[src/design/console_key_escape_decoder_defines.svh]
// ----------------------------------------------------------------------------
// console key escape decoder assertion macros
// shared helpers for concurrent checks on the rising edge of clk
// ----------------------------------------------------------------------------
`ifndef CONSOLE_KEY_ESCAPE_DECODER_DEFINES_SVH
`define CONSOLE_KEY_ESCAPE_DECODER_DEFINES_SVH

// same-cycle implication, disabled while in reset
`define CKD_ASSERT_SAME(label, ante, cons, msg) \
  label: assert property (@(posedge clk) disable iff (!rst_n) (ante) |-> (cons)) \
    else $error(msg);

// next-cycle implication, disabled while in reset
`define CKD_ASSERT_NEXT(label, ante, cons, msg) \
  label: assert property (@(posedge clk) disable iff (!rst_n) (ante) |=> (cons)) \
    else $error(msg);

`endif

[src/design/ckd_pkg.sv]
// ----------------------------------------------------------------------------
// ckd_pkg
// types, codes and byte constants of the console key escape decoder
// ----------------------------------------------------------------------------
package ckd_pkg;

  // register file layout
  localparam int CFG_IDX_W  = 1;
  localparam int CFG_DATA_W = 8;
  localparam logic [CFG_IDX_W-1:0] CFG_TOGGLE = 1'd0;
  localparam logic [CFG_IDX_W-1:0] CFG_ATTN   = 1'd1;

  // register reset values
  localparam logic [7:0] TOGGLE_RST = 8'd5;
  localparam logic [7:0] ATTN_RST   = 8'd0;

  // result kinds
  localparam logic [1:0] KIND_KEY  = 2'd0;
  localparam logic [1:0] KIND_RAW  = 2'd1;
  localparam logic [1:0] KIND_MODE = 2'd2;
  localparam logic [1:0] KIND_ATTN = 2'd3;

  // edit key codes
  localparam logic [3:0] K_ASCII    = 4'd0;
  localparam logic [3:0] K_BOL      = 4'd1;
  localparam logic [3:0] K_LEFT     = 4'd2;
  localparam logic [3:0] K_CANCEL   = 4'd3;
  localparam logic [3:0] K_DEL      = 4'd4;
  localparam logic [3:0] K_EOL      = 4'd5;
  localparam logic [3:0] K_RIGHT    = 4'd6;
  localparam logic [3:0] K_BS       = 4'd7;
  localparam logic [3:0] K_COMPLETE = 4'd8;
  localparam logic [3:0] K_ACCEPT   = 4'd9;
  localparam logic [3:0] K_KILL     = 4'd10;
  localparam logic [3:0] K_DOWN     = 4'd11;
  localparam logic [3:0] K_UP       = 4'd12;
  localparam logic [3:0] K_SUP      = 4'd13;
  localparam logic [3:0] K_SDOWN    = 4'd14;
  localparam logic [3:0] K_POS      = 4'd15;

  // special bytes
  localparam logic [7:0] CH_CTRL_A = 8'h01;
  localparam logic [7:0] CH_CTRL_B = 8'h02;
  localparam logic [7:0] CH_CTRL_C = 8'h03;
  localparam logic [7:0] CH_CTRL_D = 8'h04;
  localparam logic [7:0] CH_CTRL_E = 8'h05;
  localparam logic [7:0] CH_CTRL_F = 8'h06;
  localparam logic [7:0] CH_BS     = 8'h08;
  localparam logic [7:0] CH_TAB    = 8'h09;
  localparam logic [7:0] CH_LF     = 8'h0A;
  localparam logic [7:0] CH_CTRL_K = 8'h0B;
  localparam logic [7:0] CH_CR     = 8'h0D;
  localparam logic [7:0] CH_CTRL_N = 8'h0E;
  localparam logic [7:0] CH_CTRL_P = 8'h10;
  localparam logic [7:0] CH_CTRL_R = 8'h12;
  localparam logic [7:0] CH_CTRL_S = 8'h13;
  localparam logic [7:0] CH_CTRL_V = 8'h16;
  localparam logic [7:0] CH_ESC    = 8'h1B;
  localparam logic [7:0] CH_DEL    = 8'h7F;
  localparam logic [7:0] CH_LBRACK = 8'h5B;
  localparam logic [7:0] CH_SEMI   = 8'h3B;
  localparam logic [7:0] CH_UP_R   = 8'h52;
  localparam logic [7:0] CH_UP_A   = 8'h41;
  localparam logic [7:0] CH_UP_B   = 8'h42;
  localparam logic [7:0] CH_UP_C   = 8'h43;
  localparam logic [7:0] CH_UP_D   = 8'h44;
  localparam logic [7:0] CH_ZERO   = 8'h30;
  localparam logic [7:0] CH_NINE   = 8'h39;

  // escape decode states
  typedef enum logic [2:0] {
    ST_IDLE  = 3'd0,
    ST_QUOTE = 3'd1,
    ST_ESC   = 3'd2,
    ST_BRAK  = 3'd3,
    ST_ROW   = 3'd4,
    ST_COL   = 3'd5
  } dec_state_t;

  // one result word
  typedef struct packed {
    logic [1:0]  kind;
    logic [3:0]  key_code;
    logic [7:0]  char_out;
    logic [15:0] pos_row;
    logic [15:0] pos_col;
    logic        mode_now;
  } result_t;

  // decode stage output toward the result register
  typedef struct packed {
    logic    valid;
    result_t res;
  } dec_out_t;

endpackage

[src/design/ckd_if.sv]
// ----------------------------------------------------------------------------
// ckd channel interfaces
// valid/ready channels for received bytes and for decoded results
// ----------------------------------------------------------------------------
interface ckd_in_if;
  logic       valid;
  logic       ready;
  logic [7:0] in_byte;

  modport source (output valid, output in_byte, input ready);
  modport sink   (input valid, input in_byte, output ready);
endinterface

interface ckd_out_if;
  logic        valid;
  logic        ready;
  logic [1:0]  kind;
  logic [3:0]  key_code;
  logic [7:0]  char_out;
  logic [15:0] pos_row;
  logic [15:0] pos_col;
  logic        mode_now;

  modport source (output valid, output kind, output key_code, output char_out,
                  output pos_row, output pos_col, output mode_now, input ready);
  modport sink   (input valid, input kind, input key_code, input char_out,
                  input pos_row, input pos_col, input mode_now, output ready);
endinterface

[src/design/console_key_escape_decoder.sv]
// ----------------------------------------------------------------------------
// console_key_escape_decoder
// terminal byte decoder: mode toggle, attention, raw pass-through, control
// keys, quoting and ESC [ arrow and cursor position report decoding
// ----------------------------------------------------------------------------
// Takes one byte per clock and gives at most one result word per byte, in
// order. A byte goes into an input register, is decoded against the decode
// state, and its result lands in the output register. The decode state is
// updated as the byte leaves the input register, so bytes stream at one per
// cycle while the output side takes words; a stalled output holds the
// pipeline and, once the input register is full, drops in_ch.ready. Bytes
// that give no result (ESC, digits of a report, Ctrl-V and so on) still pass
// the decode stage and move the decode state like any byte. Registers are
// written through cfg_we/cfg_index/cfg_data and should only change while no
// byte is in flight.
// ----------------------------------------------------------------------------
`include "console_key_escape_decoder_defines.svh"

module console_key_escape_decoder (
  input  logic                             clk,
  input  logic                             rst_n,
  input  logic                             cfg_we,
  input  logic [ckd_pkg::CFG_IDX_W-1:0]    cfg_index,
  input  logic [ckd_pkg::CFG_DATA_W-1:0]   cfg_data,
  ckd_in_if.sink                           in_ch,
  ckd_out_if.source                        out_ch
);
  import ckd_pkg::*;

  logic [7:0] toggle_byte_r;
  logic [7:0] attn_byte_r;
  logic       s1_valid_r;
  logic [7:0] s1_byte_r;
  logic       out_valid_r;
  result_t    out_r;
  logic       out_free;
  logic       advance;
  logic       in_fire;
  dec_out_t   dec_out;

  // handshake and stage advance
  assign out_free     = !out_valid_r || out_ch.ready;
  assign advance      = s1_valid_r && out_free;
  assign in_ch.ready  = !s1_valid_r || advance;
  assign in_fire      = in_ch.valid && in_ch.ready;

  // configuration registers
  always_ff @(posedge clk) begin
    if (!rst_n) begin
      toggle_byte_r <= TOGGLE_RST;
      attn_byte_r   <= ATTN_RST;
    end else if (cfg_we) begin
      unique case (cfg_index)
        CFG_TOGGLE: toggle_byte_r <= cfg_data;
        CFG_ATTN:   attn_byte_r   <= cfg_data;
        default:    toggle_byte_r <= toggle_byte_r;
      endcase
    end
  end

  // input register
  always_ff @(posedge clk) begin
    if (!rst_n) begin
      s1_valid_r <= 1'b0;
    end else if (in_ch.ready) begin
      s1_valid_r <= in_ch.valid;
    end
  end

  always_ff @(posedge clk) begin
    if (in_fire) begin
      s1_byte_r <= in_ch.in_byte;
    end
  end

  // decode stage
  ckd_decode u_decode (
    .clk            (clk),
    .rst_n          (rst_n),
    .advance        (advance),
    .byte_in        (s1_byte_r),
    .toggle_byte    (toggle_byte_r),
    .attention_byte (attn_byte_r),
    .dec_out        (dec_out)
  );

  // result register
  always_ff @(posedge clk) begin
    if (!rst_n) begin
      out_valid_r <= 1'b0;
    end else if (out_free) begin
      out_valid_r <= advance && dec_out.valid;
    end
  end

  always_ff @(posedge clk) begin
    if (advance && dec_out.valid) begin
      out_r <= dec_out.res;
    end
  end

  assign out_ch.valid    = out_valid_r;
  assign out_ch.kind     = out_r.kind;
  assign out_ch.key_code = out_r.key_code;
  assign out_ch.char_out = out_r.char_out;
  assign out_ch.pos_row  = out_r.pos_row;
  assign out_ch.pos_col  = out_r.pos_col;
  assign out_ch.mode_now = out_r.mode_now;

  // checks
  `CKD_ASSERT_NEXT(a_result_lands, advance && dec_out.valid, out_valid_r, "decoded result lost before result register")
  `CKD_ASSERT_SAME(a_nonkey_clean, out_valid_r && (out_r.kind != KIND_KEY), (out_r.key_code == K_ASCII) && (out_r.pos_row == 16'd0) && (out_r.pos_col == 16'd0), "non-key result carries key fields")
  `CKD_ASSERT_SAME(a_pos_only_report, out_valid_r && (out_r.key_code != K_POS), (out_r.pos_row == 16'd0) && (out_r.pos_col == 16'd0), "position fields set outside a report")

endmodule

[src/design/ckd_decode.sv]
// ----------------------------------------------------------------------------
// ckd_decode
// decode state machine: holds mode, escape state and number accumulators,
// and turns one byte per advance into at most one result word
// ----------------------------------------------------------------------------
module ckd_decode (
  input  logic            clk,
  input  logic            rst_n,
  input  logic            advance,
  input  logic [7:0]      byte_in,
  input  logic [7:0]      toggle_byte,
  input  logic [7:0]      attention_byte,
  output ckd_pkg::dec_out_t dec_out
);
  import ckd_pkg::*;

  dec_state_t  state_r, state_nxt;
  logic        mode_r, mode_nxt;
  logic [15:0] row_r, row_nxt;
  logic [15:0] col_r, col_nxt;

  logic        is_digit;
  logic [3:0]  digit;
  logic        hit_toggle;
  logic        hit_attn;

  // acc * 10 + d, clamped to 16 bits
  function automatic logic [15:0] sat_acc(input logic [15:0] acc, input logic [3:0] d);
    logic [19:0] v;
    v = ({4'd0, acc} << 3) + ({4'd0, acc} << 1) + {16'd0, d};
    return (v > 20'd65535) ? 16'hFFFF : v[15:0];
  endfunction

  // control key lookup for command mode, idle state
  function automatic logic [3:0] ctrl_key(input logic [7:0] c);
    logic [3:0] k;
    unique case (c)
      CH_CTRL_A:        k = K_BOL;
      CH_CTRL_B:        k = K_LEFT;
      CH_CTRL_C:        k = K_CANCEL;
      CH_CTRL_D:        k = K_DEL;
      CH_CTRL_E:        k = K_EOL;
      CH_CTRL_F:        k = K_RIGHT;
      CH_BS, CH_DEL:    k = K_BS;
      CH_TAB:           k = K_COMPLETE;
      CH_LF, CH_CR:     k = K_ACCEPT;
      CH_CTRL_K:        k = K_KILL;
      CH_CTRL_N:        k = K_DOWN;
      CH_CTRL_P:        k = K_UP;
      CH_CTRL_S:        k = K_SUP;
      CH_CTRL_R:        k = K_SDOWN;
      default:          k = K_ASCII;
    endcase
    return k;
  endfunction

  // byte classification
  always_comb begin
    is_digit   = (byte_in >= CH_ZERO) && (byte_in <= CH_NINE);
    digit      = byte_in[3:0];
    hit_toggle = (byte_in == toggle_byte);
    hit_attn   = (attention_byte != 8'd0) && (byte_in == attention_byte);
  end

  // next state
  always_comb begin
    state_nxt = state_r;
    mode_nxt  = mode_r;
    row_nxt   = row_r;
    col_nxt   = col_r;
    priority if (state_r == ST_QUOTE) begin
      state_nxt = ST_IDLE;
    end else if (hit_toggle) begin
      mode_nxt = ~mode_r;
    end else if (hit_attn) begin
      state_nxt = state_r;
    end else if (mode_r) begin
      unique case (state_r)
        ST_ESC: begin
          state_nxt = (byte_in == CH_LBRACK) ? ST_BRAK : ST_IDLE;
        end
        ST_BRAK: begin
          state_nxt = ST_IDLE;
          if (is_digit) begin
            row_nxt   = {12'd0, digit};
            state_nxt = ST_ROW;
          end
        end
        ST_ROW: begin
          priority if (is_digit) begin
            row_nxt = sat_acc(row_r, digit);
          end else if (byte_in == CH_SEMI) begin
            col_nxt   = 16'd0;
            state_nxt = ST_COL;
          end else begin
            state_nxt = ST_IDLE;
          end
        end
        ST_COL: begin
          if (is_digit) begin
            col_nxt = sat_acc(col_r, digit);
          end else begin
            state_nxt = ST_IDLE;
          end
        end
        default: begin
          // idle, and any code that should not occur
          priority if (byte_in == CH_CTRL_V) begin
            state_nxt = ST_QUOTE;
          end else if (byte_in == CH_ESC) begin
            state_nxt = ST_ESC;
          end else begin
            state_nxt = ST_IDLE;
          end
        end
      endcase
    end
  end

  // result word
  always_comb begin
    dec_out              = '0;
    dec_out.res.mode_now = mode_nxt;
    priority if (state_r == ST_QUOTE) begin
      dec_out.valid        = 1'b1;
      dec_out.res.kind     = KIND_KEY;
      dec_out.res.key_code = K_ASCII;
      dec_out.res.char_out = byte_in;
    end else if (hit_toggle) begin
      dec_out.valid    = 1'b1;
      dec_out.res.kind = KIND_MODE;
    end else if (hit_attn) begin
      dec_out.valid    = 1'b1;
      dec_out.res.kind = KIND_ATTN;
    end else if (!mode_r) begin
      dec_out.valid        = 1'b1;
      dec_out.res.kind     = KIND_RAW;
      dec_out.res.char_out = byte_in;
    end else begin
      dec_out.res.kind = KIND_KEY;
      unique case (state_r)
        ST_ESC, ST_ROW: begin
          dec_out.valid = 1'b0;
        end
        ST_BRAK: begin
          dec_out.valid = (byte_in == CH_UP_A) || (byte_in == CH_UP_B) ||
                          (byte_in == CH_UP_C) || (byte_in == CH_UP_D);
          priority if (byte_in == CH_UP_A) begin
            dec_out.res.key_code = K_UP;
          end else if (byte_in == CH_UP_B) begin
            dec_out.res.key_code = K_DOWN;
          end else if (byte_in == CH_UP_C) begin
            dec_out.res.key_code = K_RIGHT;
          end else begin
            dec_out.res.key_code = K_LEFT;
          end
        end
        ST_COL: begin
          // cursor report ends on R
          dec_out.valid        = (byte_in == CH_UP_R);
          dec_out.res.key_code = K_POS;
          dec_out.res.pos_row  = row_r;
          dec_out.res.pos_col  = col_r;
        end
        default: begin
          dec_out.valid        = (byte_in != CH_CTRL_V) && (byte_in != CH_ESC);
          dec_out.res.key_code = ctrl_key(byte_in);
          dec_out.res.char_out = byte_in;
        end
      endcase
    end
  end

  // state registers
  always_ff @(posedge clk) begin
    if (!rst_n) begin
      state_r <= ST_IDLE;
      mode_r  <= 1'b0;
      row_r   <= 16'd0;
      col_r   <= 16'd0;
    end else if (advance) begin
      state_r <= state_nxt;
      mode_r  <= mode_nxt;
      row_r   <= row_nxt;
      col_r   <= col_nxt;
    end
  end

endmodule

[src/flat_wrapper.sv]
// flat-port wrapper written by rule: the top's interface ports become plain ports
module console_key_escape_decoder_flat import ckd_pkg::*;
  (clk, rst_n, cfg_we, cfg_index, cfg_data, in_ch_valid, in_ch_in_byte, in_ch_ready, out_ch_valid, out_ch_kind, out_ch_key_code, out_ch_char_out, out_ch_pos_row, out_ch_pos_col, out_ch_mode_now, out_ch_ready);
  ckd_in_if in_ch_i ();
  ckd_out_if out_ch_i ();
  input  logic clk;
  input  logic rst_n;
  input  logic cfg_we;
  input  logic [ckd_pkg::CFG_IDX_W-1:0] cfg_index;
  input  logic [ckd_pkg::CFG_DATA_W-1:0] cfg_data;
  input wire logic [$bits(in_ch_i.valid)-1:0] in_ch_valid;
  input wire logic [$bits(in_ch_i.in_byte)-1:0] in_ch_in_byte;
  output wire logic [$bits(in_ch_i.ready)-1:0] in_ch_ready;
  output wire logic [$bits(out_ch_i.valid)-1:0] out_ch_valid;
  output wire logic [$bits(out_ch_i.kind)-1:0] out_ch_kind;
  output wire logic [$bits(out_ch_i.key_code)-1:0] out_ch_key_code;
  output wire logic [$bits(out_ch_i.char_out)-1:0] out_ch_char_out;
  output wire logic [$bits(out_ch_i.pos_row)-1:0] out_ch_pos_row;
  output wire logic [$bits(out_ch_i.pos_col)-1:0] out_ch_pos_col;
  output wire logic [$bits(out_ch_i.mode_now)-1:0] out_ch_mode_now;
  input wire logic [$bits(out_ch_i.ready)-1:0] out_ch_ready;
  assign in_ch_i.valid = in_ch_valid;
  assign in_ch_i.in_byte = in_ch_in_byte;
  assign in_ch_ready = in_ch_i.ready;
  assign out_ch_valid = out_ch_i.valid;
  assign out_ch_kind = out_ch_i.kind;
  assign out_ch_key_code = out_ch_i.key_code;
  assign out_ch_char_out = out_ch_i.char_out;
  assign out_ch_pos_row = out_ch_i.pos_row;
  assign out_ch_pos_col = out_ch_i.pos_col;
  assign out_ch_mode_now = out_ch_i.mode_now;
  assign out_ch_i.ready = out_ch_ready;
  console_key_escape_decoder u_core (.clk(clk), .rst_n(rst_n), .cfg_we(cfg_we), .cfg_index(cfg_index), .cfg_data(cfg_data), .in_ch(in_ch_i), .out_ch(out_ch_i));
endmodule
[config.mk]
export PLATFORM = sky130hd
export DESIGN_NAME = console_key_escape_decoder_flat
export DESIGN_NICKNAME = d
export VERILOG_FILES = /design/src/design/ckd_pkg.sv /design/src/design/ckd_if.sv /design/src/design/console_key_escape_decoder.sv /design/src/design/ckd_decode.sv /design/src/flat_wrapper.sv
export VERILOG_INCLUDE_DIRS = /design/src /design/src/design
export SDC_FILE = /design/constraint.sdc
export NUM_CORES = 1
export LEC_CHECK = 0
export BUFFER_PORTS_ARGS = -buffer_cell sky130_fd_sc_hd__buf_2
export CAP_MARGIN = 20
export CORE_UTILIZATION = 50
export DETAILED_ROUTE_END_ITERATION = 10
export GPL_TIMING_DRIVEN = 0
export HOLD_SLACK_MARGIN = 0.05
export PLACE_DENSITY = 0.69
export SETUP_SLACK_MARGIN = 0.2
export SYNTH_ARGS = -nofsm -noshare
export SYNTH_HDL_FRONTEND = slang
export SYNTH_HIERARCHICAL = 1
export SYNTH_SLANG_ARGS = --single-unit
[constraint.sdc]
create_clock -name clk -period 7.6 [get_ports clk]
set_input_delay 0 -clock clk [delete_from_list [all_inputs] [get_ports clk]]
set_output_delay 0 -clock clk [all_outputs]
set_load 0.05 [all_outputs]
==> flow_summary_export.csv <==
group,metric,value,unit
logic_synthesis,ys_types,71,
timing,finalSetupViolCount,0,
logic_synthesis,syn_nets,797,
finish,nNetsFinal,908,
logic_synthesis,synthCells,709,
power,power,1.22,mW
clocking,tritoncts,"built",
power,irDropWorstVdd,0.000161,V
detailed_routing,firstDrtPassIters,4,
setup_path,critical_path_class,"register to register",
run_status,status,"finished clean",
logic_synthesis,ys_top_cells_by_count,"nand2_1, ha_1, edfxtp_1, dfxtp_1, o21ai_0",
floorplanning,die_area,14200,um^2
logic_synthesis,synth-seq-area-share,39.9,%
detailed_routing,avgViaCountPerCell,5.84,
floorplanning,core,13300,um^2
timing,drv_slew,0,
timing,finClkSkew,0.00597,ns
setup_path,setup.worst_path.start_class,"register",
detailed_routing,drtAntennaViolNets,0,
setup_path,crit_path_end_kind,"register",
place,post-dp-hpwl,11.9,mm
timing,tightest_slew,0.884,ns
detailed_routing,wirelength,16.4,mm
setup_path,rrSetupSlack,3.76,ns
floorplanning,start_util,51.5,%
global_routing,grt_max_degree,32,
floorplanning,fp.dieW,119,um
logic_synthesis,yosys.area.top_type_share,24.1,%
logic_synthesis,synth_seq_cells,109,
logic_synthesis,yosys-top-cells-area,"edfxtp_1, dfxtp_1, ha_1, nand2_1, xor2_1",
detailed_routing,drt_iter0_markers,378,
timing,period_share,50.5,%
timing,hold_violations,0,
logic_synthesis,yosysMostFrequentCell,"nand2_1",
logic_synthesis,synth_area,6850,um^2
min_path,hold_depth,3,
finish,syn_to_final_growth,17.1,%
timing,fin_crit,3.84,ns
timing,max_freq,260,MHz
timing,fin_ws,3.76,ns
clocking,numCtsBuffers,9,
floorplanning,ios,71,
clocking,cts_buffer_depth,2,
setup_path,cp.arrival,4.08,ns
logic_synthesis,synth_flop_cell,"edfxtp_1",
detailed_routing,num_vias,5843,
power,power.leakage,3.63,nW
finish,fillers,1126,
finish,diodes,0,
clocking,htree_num_levels,3,
finish,drive_gt1_share,14.1,%
power,switching_power,0.304,mW
power,p_sw_share,24.9,%
clocking,clockRootBuffer,"clkbuf_16",
timing,rsz0062_at_grt,"false",
floorplanning,placementRows,42,
clocking,clkTransAtPathRegs,0.07,ns
logic_synthesis,synthArstFlopShare,0,%
power,p_int,0.918,mW
global_routing,grtUsageTotal,24.1,%
power,p_clk_share,38.1,%
logic_synthesis,syn_area_per_cell,9.66,um^2
min_path,hold_path_class,"input port to register",
power,comb_power_share,9.5,%
logic_synthesis,synth.largest_area_cell,"edfxtp_1",
floorplanning,die_y,119,um
timing,fin_setup_tns,0,ns
global_routing,grt-ovfl-total,0,
clocking,post-cts-setup-buffers,0,
logic_synthesis,ys_warn_count,6,
min_path,min-delay-start,"rst_n",
run,cap_violations,0,
clocking,insertion_delay,0.36,ns
min_path,min_to,"u_core/u_decode/state_r[1]",
global_routing,grt_pass1_wl,27.4,mm
clocking,ctsHoldBuffers,29,
detailed_routing,drcViolationCount,0,
setup_path,r2r_end,"u_core/u_decode/col_r[7]",
setup_path,path_max_fanout,10,
clocking,cts_sinks,109,
clocking,cts_resized,0,
place,portBuffers,69,
setup_path,r2r_cells,10,
global_routing,grt_pass1_vias,5702,
finish,layout.cells.non_filler,1001,
setup_path,critPathRequiredTime,7.84,ns
timing,relSlewSlack,40.6,%
place,preCtsSetupSlack,3.79,ns
setup_path,reg2reg_from,"u_core/s1_byte_r[3]",
power,seqPwrFrac,52.4,%
power,powerDensity,152,nW/um^2
global_routing,antenna_found_initial,0,
place,dp.cells,956,
timing,timing.hold.ws,0.0756,ns
detailed_routing,routedWlPerCell,16.4,um
logic_synthesis,synth_edf_count,55,
place,gp_congestion,0.942,
==> kinds of logic after synthesis <==
family,count (synthesis),synth area share (%)
muxes,16,2.36
AOI/OAI and AO/OA,170,16.9
and+or+nand+nor,252,19.2
xor gates and xnor gates,43,5.50
DFF,109,39.9
buffers and inverters,53,3.65
adders and majority gates,66,12.5
==> critical path, stage by stage (launching register included) <==
cell      delay (ns)
edfxtp_1        0.58
fa_1            0.59
ha_1            0.33
a211oi_1        0.31
o21bai_1        0.13
a21oi_1         0.22
o21ai_0         0.25
a311o_1         0.41
o41ai_4         0.47
buf_2           0.33
nand2_1         0.09
==> state kept, by name, summed over array words and instances (netlist names) <==
name                     count
u_core/out_ch.pos_col       16
u_core/out_ch.pos_row       16
u_core/u_decode/col_r       16
u_core/u_decode/row_r       16
u_core/attn_byte_r           8
u_core/out_ch.char_out       8
u_core/s1_byte_r             8
u_core/toggle_byte_r         8
u_core/out_ch.key_code       4
u_core/u_decode/state_r      3
u_core/out_ch.kind           2
u_core/out_ch.mode_now       1
u_core/out_ch.valid          1
u_core/s1_valid_r            1
u_core/u_decode/mode_r       1
==> worst max-delay path by stage <==
stage | start | to | depth (start not counted)
2_1_floorplan | u_core/s1_byte_r[2] | u_core/out_ch.char_out[0] | 9
3_3_place_gp | u_core/s1_byte_r[2] | u_core/out_ch.pos_row[14] | 9
3_5_place_dp | u_core/s1_byte_r[3] | u_core/u_decode/col_r[7] | 10
4_1_cts | u_core/s1_byte_r[3] | u_core/u_decode/col_r[7] | 10
5_1_grt | u_core/s1_byte_r[3] | u_core/u_decode/col_r[4] | 10
6_report | u_core/s1_byte_r[3] | u_core/u_decode/col_r[7] | 10
==> metrics by stage <==
| step | instance area, um^2 | util, % |
|---|---|---|
| 2_1_floorplan | 6850 | - |
| 3_3_place_gp | 7420 | 55.8 |
| 3_5_place_dp | 7450 | 56.0 |
| 4_1_cts | 8030 | 60.4 |
| 5_1_grt | 8030 | 60.4 |
| 6_report | 8030 | 60.4 |
==> power groups by stage <==
stage | registers, mW | logic [mW] | clock network [mW]
finish | 0.640 | 0.116 | 0.465
detailed placement | 0.654 | 0.104 | 0
global route | 0.642 | 0.125 | 0.502
CTS | 0.640 | 0.115 | 0.476
floorplan | 0.679 | 0.0489 | 0
global placement | 0.654 | 0.0999 | 0
==> per-layer routing <==
layer | wire length (um) | up-vias | GRT usage [%]
met5 | 0 | - | 0
met1 | 7330 | 2777 | 30.7
met4 | 536 | 0 | 12.3
li1 | - | 2878 | -
met3 | 674 | 40 | 2.73
met2 | 7850 | 148 | 40.2
==> layout make-up <==
class | instances | area (um^2) | share of cell area, %
timing repair buffer | 100 | 661 | 8.23
clock buffer | 12 | 258 | 3.21
tap | 176 | 220 | 2.74
multi-input combinational | 547 | 3880 | 48.3
sequential | 109 | 2730 | 34.0
clock inverter | 4 | 28.8 | 0.359
inverter | 13 | 48.8 | 0.608
buffer | 40 | 201 | 2.51
==> cells in the final DEF (no fill, tap or decap), types with 15 or more instances in the layout <==
master and instances:
nand2_1 85, buf_2 78, ha_1 62, edfxtp_1 55
dfxtp_1 54, o21ai_0 40, and3_1 36, nor2_1 35
a21oi_1 30, dlygate4sd3_1 29, xor2_1 27, clkbuf_1 25
a22oi_1 23, xnor2_1 16, nand3_1 16, mux2i_1 15
Power figures use the tool's default switching activity.
